--- src/rtl/core/mfd_pkg.sv ---
package mfd_pkg;

   // frame geometry
   localparam int MAX_BODY       = 65536;
   localparam int HEADER_CHARS   = 10;
   localparam int CHECKSUM_BYTES = 8;

   localparam int LEN_W   = 17;
   localparam int PROD_W  = LEN_W + 4;
   localparam int HIDX_W  = 4;
   localparam int TIDX_W  = 3;
   localparam int SUM_W   = 64;
   localparam int CSUM_W  = 8 * CHECKSUM_BYTES;

   localparam logic [LEN_W-1:0] LIMIT_RESET = LEN_W'(MAX_BODY);

   // result kinds
   localparam logic [1:0] KIND_BODY  = 2'd0;
   localparam logic [1:0] KIND_END   = 2'd1;
   localparam logic [1:0] KIND_ERROR = 2'd2;

   // frame phases
   localparam logic [1:0] PH_TYPE    = 2'd0;
   localparam logic [1:0] PH_HEADER  = 2'd1;
   localparam logic [1:0] PH_BODY    = 2'd2;
   localparam logic [1:0] PH_TRAILER = 2'd3;

   // header number parser
   localparam logic [1:0] NP_SKIP   = 2'd0;
   localparam logic [1:0] NP_DIGITS = 2'd1;
   localparam logic [1:0] NP_DONE   = 2'd2;

   typedef struct packed {
      logic [1:0]       kind;
      logic [7:0]       body_byte;
      logic [7:0]       type_byte;
      logic [LEN_W-1:0] body_length;
      logic             checksum_match;
      logic [SUM_W-1:0] received_sum;
      logic             frame_last;
   } rsp_type;

endpackage

--- src/rtl/core/message_frame_deframer.sv ---
// latency: a result appears in the cycle after the request that causes it
// throughput: one byte per cycle; a held result only stalls the input while
//    rsp_stall is high
// reset (synchronous, active high) returns the parser to the type byte,
//    drops any held result and sets length_limit to 65536
module message_frame_deframer (
   input  logic                              clock,
   input  logic                              reset,
   input  logic                              req_valid,
   output logic                              req_stall,
   input  logic [7:0]                        req_data_byte,
   output logic                              rsp_valid,
   input  logic                              rsp_stall,
   output logic [1:0]                        rsp_kind,
   output logic [7:0]                        rsp_body_byte,
   output logic [7:0]                        rsp_type_byte,
   output logic [mfd_pkg::LEN_W-1:0]         rsp_body_length,
   output logic                              rsp_checksum_match,
   output logic [mfd_pkg::SUM_W-1:0]         rsp_received_sum,
   output logic                              rsp_frame_last,
   input  logic                              csr_wr_en,
   input  logic [mfd_pkg::LEN_W-1:0]         csr_wr_data
);
   import mfd_pkg::*;

   localparam logic [SUM_W-1:0]  CSUM_MASK  = {SUM_W{1'b1}} >> (SUM_W - CSUM_W);
   localparam logic [HIDX_W-1:0] HDR_LAST   = HIDX_W'(HEADER_CHARS);
   localparam logic [TIDX_W:0]   TRL_COUNT  = (TIDX_W+1)'(CHECKSUM_BYTES);
   localparam logic [PROD_W-1:0] MAX_WIDE   = PROD_W'(MAX_BODY);
   localparam logic [LEN_W-1:0]  MAX_NARROW = LEN_W'(MAX_BODY);

   logic [LEN_W-1:0]  limit_ff;
   logic [1:0]        phase_ff, phase_in;
   logic [HIDX_W-1:0] hidx_ff, hidx_in;
   logic [1:0]        np_ff, np_in;
   logic              neg_ff, neg_in;
   logic [LEN_W-1:0]  acc_ff, acc_in;
   logic              ovf_ff, ovf_in;
   logic [7:0]        type_ff, type_in;
   logic [LEN_W-1:0]  remain_ff, remain_in;
   logic [LEN_W-1:0]  blen_ff, blen_in;
   logic [SUM_W-1:0]  bsum_ff, bsum_in;
   logic [SUM_W-1:0]  trl_ff, trl_in;
   logic [TIDX_W-1:0] tidx_ff, tidx_in;

   logic              rsp_valid_ff, rsp_valid_in;
   rsp_type           rsp_ff, rsp_in;

   logic              accept;
   logic              load;
   logic              produce;
   logic [7:0]        b;
   logic              consumed;
   logic              is_space;
   logic              is_digit;
   logic [PROD_W-1:0] prod;
   logic              len_error;

   assign b         = req_data_byte;
   assign load      = !rsp_valid_ff || !rsp_stall;
   assign req_stall = !load;
   assign accept    = req_valid && load;

   assign is_space = (b == 8'h20) || (b >= 8'h09 && b <= 8'h0D);
   assign is_digit = (b >= 8'h30 && b <= 8'h39);
   // acc * 10 + digit
   assign prod = ({4'b0, acc_ff} << 3) + ({4'b0, acc_ff} << 1)
               + PROD_W'(b - 8'h30);

   always_comb begin
      phase_in  = phase_ff;
      hidx_in   = hidx_ff;
      np_in     = np_ff;
      neg_in    = neg_ff;
      acc_in    = acc_ff;
      ovf_in    = ovf_ff;
      type_in   = type_ff;
      remain_in = remain_ff;
      blen_in   = blen_ff;
      bsum_in   = bsum_ff;
      trl_in    = trl_ff;
      tidx_in   = tidx_ff;
      consumed  = 1'b0;
      len_error = 1'b0;
      produce   = 1'b0;
      rsp_in    = '0;

      case (phase_ff)
         PH_TYPE: begin
            type_in  = b;
            phase_in = PH_HEADER;
            hidx_in  = '0;
            np_in    = NP_SKIP;
            neg_in   = 1'b0;
            acc_in   = '0;
            ovf_in   = 1'b0;
            bsum_in  = '0;
         end
         PH_HEADER: begin
            if (np_ff != NP_DONE && b == 8'h00) begin
               np_in = NP_DONE;
            end else begin
               if (np_ff == NP_SKIP) begin
                  if (is_space) begin
                     consumed = 1'b1;
                  end else begin
                     np_in = NP_DIGITS;
                     if (b == 8'h2B) begin
                        consumed = 1'b1;
                     end else if (b == 8'h2D) begin
                        neg_in   = 1'b1;
                        consumed = 1'b1;
                     end
                  end
               end
               if (!consumed && np_in == NP_DIGITS) begin
                  if (is_digit) begin
                     if (!ovf_ff) begin
                        if (prod > MAX_WIDE) begin
                           ovf_in = 1'b1;
                           acc_in = MAX_NARROW;
                        end else begin
                           acc_in = prod[LEN_W-1:0];
                        end
                     end
                  end else begin
                     np_in = NP_DONE;
                  end
               end
            end
            hidx_in = hidx_ff + 1'b1;
            if (hidx_in >= HDR_LAST) begin
               len_error = ovf_in || (neg_in && acc_in != '0) || (acc_in > limit_ff);
               if (len_error) begin
                  phase_in         = PH_TYPE;
                  produce          = 1'b1;
                  rsp_in.kind      = KIND_ERROR;
                  rsp_in.type_byte = type_ff;
                  rsp_in.frame_last = 1'b1;
               end else begin
                  blen_in   = acc_in;
                  remain_in = acc_in;
                  if (acc_in == '0) begin
                     phase_in = PH_TRAILER;
                     trl_in   = '0;
                     tidx_in  = '0;
                  end else begin
                     phase_in = PH_BODY;
                  end
               end
            end
         end
         PH_BODY: begin
            bsum_in   = bsum_ff + {{(SUM_W-8){b[7]}}, b};
            remain_in = remain_ff - 1'b1;
            if (remain_ff == LEN_W'(1)) begin
               phase_in = PH_TRAILER;
               trl_in   = '0;
               tidx_in  = '0;
            end
            produce            = 1'b1;
            rsp_in.kind        = KIND_BODY;
            rsp_in.body_byte   = b;
            rsp_in.type_byte   = type_ff;
            rsp_in.body_length = blen_ff;
         end
         PH_TRAILER: begin
            trl_in = trl_ff;
            trl_in[{tidx_ff, 3'b000} +: 8] = b;
            tidx_in = tidx_ff + 1'b1;
            if (tidx_in == '0 || {1'b0, tidx_in} >= TRL_COUNT) begin
               phase_in              = PH_TYPE;
               tidx_in               = '0;
               produce               = 1'b1;
               rsp_in.kind           = KIND_END;
               rsp_in.type_byte      = type_ff;
               rsp_in.body_length    = blen_ff;
               rsp_in.checksum_match = (trl_in == (bsum_ff & CSUM_MASK));
               rsp_in.received_sum   = trl_in;
               rsp_in.frame_last     = 1'b1;
            end
         end
         default: begin
            phase_in = PH_TYPE;
         end
      endcase
   end

   assign rsp_valid_in = load ? (accept && produce) : rsp_valid_ff;

   always_ff @(posedge clock) begin
      if (reset) begin
         limit_ff     <= LIMIT_RESET;
         phase_ff     <= PH_TYPE;
         hidx_ff      <= '0;
         np_ff        <= NP_SKIP;
         neg_ff       <= 1'b0;
         acc_ff       <= '0;
         ovf_ff       <= 1'b0;
         type_ff      <= '0;
         remain_ff    <= '0;
         blen_ff      <= '0;
         bsum_ff      <= '0;
         trl_ff       <= '0;
         tidx_ff      <= '0;
         rsp_valid_ff <= 1'b0;
      end else begin
         if (csr_wr_en) begin
            limit_ff <= csr_wr_data;
         end
         if (accept) begin
            phase_ff  <= phase_in;
            hidx_ff   <= hidx_in;
            np_ff     <= np_in;
            neg_ff    <= neg_in;
            acc_ff    <= acc_in;
            ovf_ff    <= ovf_in;
            type_ff   <= type_in;
            remain_ff <= remain_in;
            blen_ff   <= blen_in;
            bsum_ff   <= bsum_in;
            trl_ff    <= trl_in;
            tidx_ff   <= tidx_in;
         end
         rsp_valid_ff <= rsp_valid_in;
      end
   end

   // result payload, no reset needed
   always_ff @(posedge clock) begin
      if (accept && produce) begin
         rsp_ff <= rsp_in;
      end
   end

   assign rsp_valid          = rsp_valid_ff;
   assign rsp_kind           = rsp_ff.kind;
   assign rsp_body_byte      = rsp_ff.body_byte;
   assign rsp_type_byte      = rsp_ff.type_byte;
   assign rsp_body_length    = rsp_ff.body_length;
   assign rsp_checksum_match = rsp_ff.checksum_match;
   assign rsp_received_sum   = rsp_ff.received_sum;
   assign rsp_frame_last     = rsp_ff.frame_last;

   // a type byte never yields a result
   a_type_silent: assert property (@(posedge clock) disable iff (reset)
      (accept && phase_ff == PH_TYPE) |=> !rsp_valid_ff)
      else $error("result after type byte");

   a_body_not_last: assert property (@(posedge clock) disable iff (reset)
      (rsp_valid_ff && rsp_ff.kind == KIND_BODY) |-> !rsp_ff.frame_last)
      else $error("body result marked last");

   a_body_remaining: assert property (@(posedge clock) disable iff (reset)
      (phase_ff == PH_BODY) |-> (remain_ff != '0))
      else $error("body phase with nothing left");

   a_trailer_index: assert property (@(posedge clock) disable iff (reset)
      (phase_ff == PH_TRAILER) |-> ({1'b0, tidx_ff} < TRL_COUNT))
      else $error("checksum index out of range");

   a_header_index: assert property (@(posedge clock) disable iff (reset)
      (phase_ff == PH_HEADER) |-> (hidx_ff < HDR_LAST))
      else $error("header index out of range");

endmodule

--- config.mk ---
export PLATFORM = sky130hd
export DESIGN_NAME = message_frame_deframer
export DESIGN_NICKNAME = d
export VERILOG_FILES = /design/src/rtl/core/mfd_pkg.sv /design/src/rtl/core/message_frame_deframer.sv
export SDC_FILE = /design/constraint.sdc
export NUM_CORES = 1
export LEC_CHECK = 0
export BUFFER_PORTS_ARGS = -buffer_cell sky130_fd_sc_hd__buf_2
export CAP_MARGIN = 20
export CORE_MARGIN = 1
export CORE_UTILIZATION = 60
export DETAILED_ROUTE_END_ITERATION = 8
export GPL_TIMING_DRIVEN = 0
export PLACE_DENSITY = 0.79
export SETUP_SLACK_MARGIN = 0.2
export SLEW_MARGIN = 10
export SYNTH_ARGS = -nofsm -noshare
export SYNTH_HDL_FRONTEND = slang
export SYNTH_SLANG_ARGS = --single-unit
--- constraint.sdc ---
create_clock -name clock -period 15.8 [get_ports clock]
set_clock_uncertainty 0.15 [all_clocks]
set_input_delay 3.16 -clock clock [delete_from_list [all_inputs] [get_ports clock]]
set_output_delay 3.16 -clock clock [all_outputs]
set_load 0.01 [all_outputs]
==> flow_metrics.py <==
metrics = {
    "status": {
        "run_status": "finished, final reports clean",
    },
    "clocking": {
        "cts_buffer_depth": 3,
        "tritoncts": "yes",
        "cts_h_tree_depth": 2,
        "cts_hold_buf": 0,
        "cts_setup_buffers": 0,
        "numCtsBuffers": 35,
        "clk_pin_slew_worst_paths_ps": 60,
        "worstSkewPairLatency_ps": 530,
        "clk_root_buffer_cell": "sky130_fd_sc_hd__clkbuf_16",
        "postCtsResizedCells": 0,
        "numClockSinks": 319,
    },
    "placement": {
        "hpwlAfterDp_um": 43000,
        "placement.setup.worst_slack_ps": 3020,
        "numPortBuffers": 130,
        "place_congestion": 0.982,
    },
    "detailed_routing": {
        "route.detailed.drc": 0,
        "route.final.wire_length_um": 58100,
        "post_route_antenna_net_violation_count": 0,
        "avgRoutedWirePerCell_um": 20.3,
        "post_detailed_route_via_to_cell_ratio": 6.45,
        "vias": 18400,
        "drt_iter0_markers": 2119,
        "dr.pass1.iters": 6,
    },
    "die": {
        "die_height_um": 182,
        "floorplan.initialDensity_pct": 61.2,
        "design.die.area_um2": 33000,
        "rows": 65,
        "placeable_area_um2": 31600,
        "ios": 133,
        "dieWidth_um": 182,
    },
    "final_layout": {
        "mostFrequentLayoutCell": "sky130_fd_sc_hd__nor2_1",
        "final_layout_size_suffix_gt1_share_pct": 9.04,
        "final_nets": 2589,
        "areaGrowthSynthToFinish_pct": 12.5,
        "final_cell_mix": "sky130_fd_sc_hd__nor2_1 (275), sky130_fd_sc_hd__a21oi_1 (243), sky130_fd_sc_hd__dfxtp_1 (218)",
        "antenna_cells_inserted": 0,
    },
    "yosys": {
        "ys.warnings.count": 0,
        "total_nets_after_synthesis": 2417,
        "postSynthRegisterBits": 319,
        "synth.largest_area_cell": "sky130_fd_sc_hd__dfxtp_1",
        "synth.top_cells.by_area": "sky130_fd_sc_hd__dfxtp_1 (23%), sky130_fd_sc_hd__edfxtp_1 (16%), sky130_fd_sc_hd__ha_1 (7.4%)",
        "seq_area_frac_synth_pct": 38.2,
        "synth_edf_count": 101,
        "post-synth-top-area-fraction_pct": 22.5,
        "post_synth_num_cell_types": 82,
        "synthesis.area_um2": 19400,
        "postSynthAreaPerCell_um2": 8.59,
        "synthFlopType": "sky130_fd_sc_hd__dfxtp_1",
        "async_set_or_reset_flop_fraction_in_the_synthesized_netlist_pct": 0,
        "synthCells": 2256,
    },
    "timing": {
        "finalCriticalPeriod_ps": 12680,
        "fin_ws_ps": 3120,
        "worst_slew_margin_rel_pct": 32.6,
        "report.final.hold_viol_count": 0,
        "timing_worst_slew_pin_value_ps": 1010,
        "maxClockFrequency_ghz": 0.0788,
        "drv_slew": 0,
        "setup-violations-final": 0,
        "grt_setup_unrepaired": "false",
        "part_of_the_cycle_the_worst_path_needs_pct": 80.3,
        "post_route_hold_slack_ps": 300,
    },
    "global_route": {
        "number_of_antenna_violations_at_the_first_check_in_global_routing": 0,
        "grt_remaining_overflow": 0,
        "first_global_vias": 16800,
        "grtUsageTotal_pct": 34.8,
        "wire_length_of_the_first_global_routing_pass_um": 90900,
        "grt_max_degree": 61,
    },
    "worst_setup_path": {
        "critical-path-slowest-cell": "sky130_fd_sc_hd__o31ai_1",
        "path_max_fanout": 60,
        "critical_path_class": "in -> reg",
        "worst_setup_path_start_kind": "input pin",
        "worst-endpoint-required_ps": 15870,
        "worst-endpoint-arrival_ps": 12760,
        "setup_crit_end_kind": "flop",
        "slowest_delay_ps": 750,
    },
    "worst_hold_path": {
        "min_path_type": "reg -> reg",
    },
    "run": {
        "timing.max_cap.violations": 0,
    },
    "pwr": {
        "power.density_cell_area_nw_per_um2": 84.6,
        "worst_vdd_drop_mv": 0.0739,
        "total_leakage_power_uw": 0.00835,
    },
}
-- where the power goes --
part	internal [uW]	switching [uW]
sequential	844	2.99
clock	509	352
combinational	41.8	94.3
-- cells in the mapped netlist (8+ instances only) --
cell and count:
sky130_fd_sc_hd__a211o_1 8, sky130_fd_sc_hd__a211oi_1 13, sky130_fd_sc_hd__a21o_1 50, sky130_fd_sc_hd__a21oi_1 243
sky130_fd_sc_hd__a22o_1 12, sky130_fd_sc_hd__a22oi_1 61, sky130_fd_sc_hd__a31oi_1 14, sky130_fd_sc_hd__and2_1 38
sky130_fd_sc_hd__and3_1 14, sky130_fd_sc_hd__and4_1 9, sky130_fd_sc_hd__buf_1 14, sky130_fd_sc_hd__buf_2 12
sky130_fd_sc_hd__clkbuf_1 102, sky130_fd_sc_hd__dfxtp_1 218, sky130_fd_sc_hd__edfxtp_1 101, sky130_fd_sc_hd__fa_1 17
sky130_fd_sc_hd__ha_1 114, sky130_fd_sc_hd__inv_1 62, sky130_fd_sc_hd__mux2i_1 53, sky130_fd_sc_hd__nand2_1 211
sky130_fd_sc_hd__nand2b_1 13, sky130_fd_sc_hd__nand3_1 38, sky130_fd_sc_hd__nand4_1 34, sky130_fd_sc_hd__nor2_1 276
sky130_fd_sc_hd__nor2b_1 20, sky130_fd_sc_hd__nor3_1 45, sky130_fd_sc_hd__nor4_1 25, sky130_fd_sc_hd__o211ai_1 11
sky130_fd_sc_hd__o21a_1 16, sky130_fd_sc_hd__o21ai_0 103, sky130_fd_sc_hd__o21ai_1 8, sky130_fd_sc_hd__o21bai_1 16
sky130_fd_sc_hd__o22ai_1 10, sky130_fd_sc_hd__o31ai_1 10, sky130_fd_sc_hd__or3_1 45, sky130_fd_sc_hd__xnor2_1 76
sky130_fd_sc_hd__xor2_1 50
-- final cells by class --
| class | instances | area [um^2] |
|---|---|---|
| clock buffers | 46 | 948 |
| repair buffers | 135 | 732 |
| fillers | 2543 | 9840 |
| multi-input cells | 1742 | 11200 |
| plain buffers | 133 | 552 |
| well taps | 402 | 503 |
| clock inverters | 18 | 231 |
| flip-flops and latches | 319 | 7400 |
| inverters | 62 | 233 |
-- critical path, delay by kind of cell --
family	cells	cell delay (ps)
buf+inv	7	2670
simple gates	8	2440
fa+ha+maj	3	1120
xor+xnor	1	270
compound gates	10	3010
-- flip-flops by register name, summed over array words and instances (netlist names), 2 cells and up, named ones only --
register and count:
rsp_body_byte 8, tidx_ff 3, remain_ff 17, limit_ff 17
np_ff 2, bsum_ff 64, blen_ff 17, acc_ff 17
rsp_type_byte 8, rsp_received_sum 64, type_ff 8, trl_ff 64
hidx_ff 4, rsp_body_length 17, rsp_kind 2
-- logic make-up after synthesis --
| logic type | share of synthesized area, % |
|---|---|
| AOI/OAI and AO/OA | 20.7 |
| adders and majority gates | 9.12 |
| muxes | 2.80 |
| xor gates and xnor gates | 5.70 |
| buffers and inverters | 4.05 |
| and+or+nand+nor | 19.4 |
| DFF | 38.2 |
-- per-stage QoR --
stage | instances | instance area [um^2] | power (uW) | setup TNS [ps] | utilization, %
4_1_cts | 2856 | 21800 | 1840 | 0 | 68.9
2_1_floorplan | 2256 | 19400 | 954 | 0 | -
3_5_place_dp | 2792 | 20600 | 995 | 0 | 65.1
3_3_place_gp | 2788 | 20500 | 991 | -228570 | 64.9
6_report | 2857 | 21800 | 1840 | 0 | 68.9
5_1_grt | 2857 | 21800 | 1890 | 0 | 68.9
-- worst paths after layout --
| kind | startpoint | to | slack, ps | cells after the start |
|---|---|---|---|---|
| setup / recovery | req_data_byte[7] | rsp_received_sum[27] | 3120 | 29 |
| hold / removal | type_ff[2] | type_ff[2] | 300 | 2 |
| setup reg to reg | acc_ff[0] | rsp_received_sum[27] | 7240 | 26 |
| hold reg to reg | type_ff[2] | type_ff[2] | 300 | 2 |
-- metal layers --
metal	share of wire, %	vias up	wire (um)	global-route usage (%)
met3	10	161	6060	6.98
met5	0	-	0	0
met1	42	8765	24600	48.7
met4	3.9	0	2270	14.5
li1	-	8497	-	-
met2	43	1000	25100	52.2
Note: power is estimated with default switching activity, not from simulation.
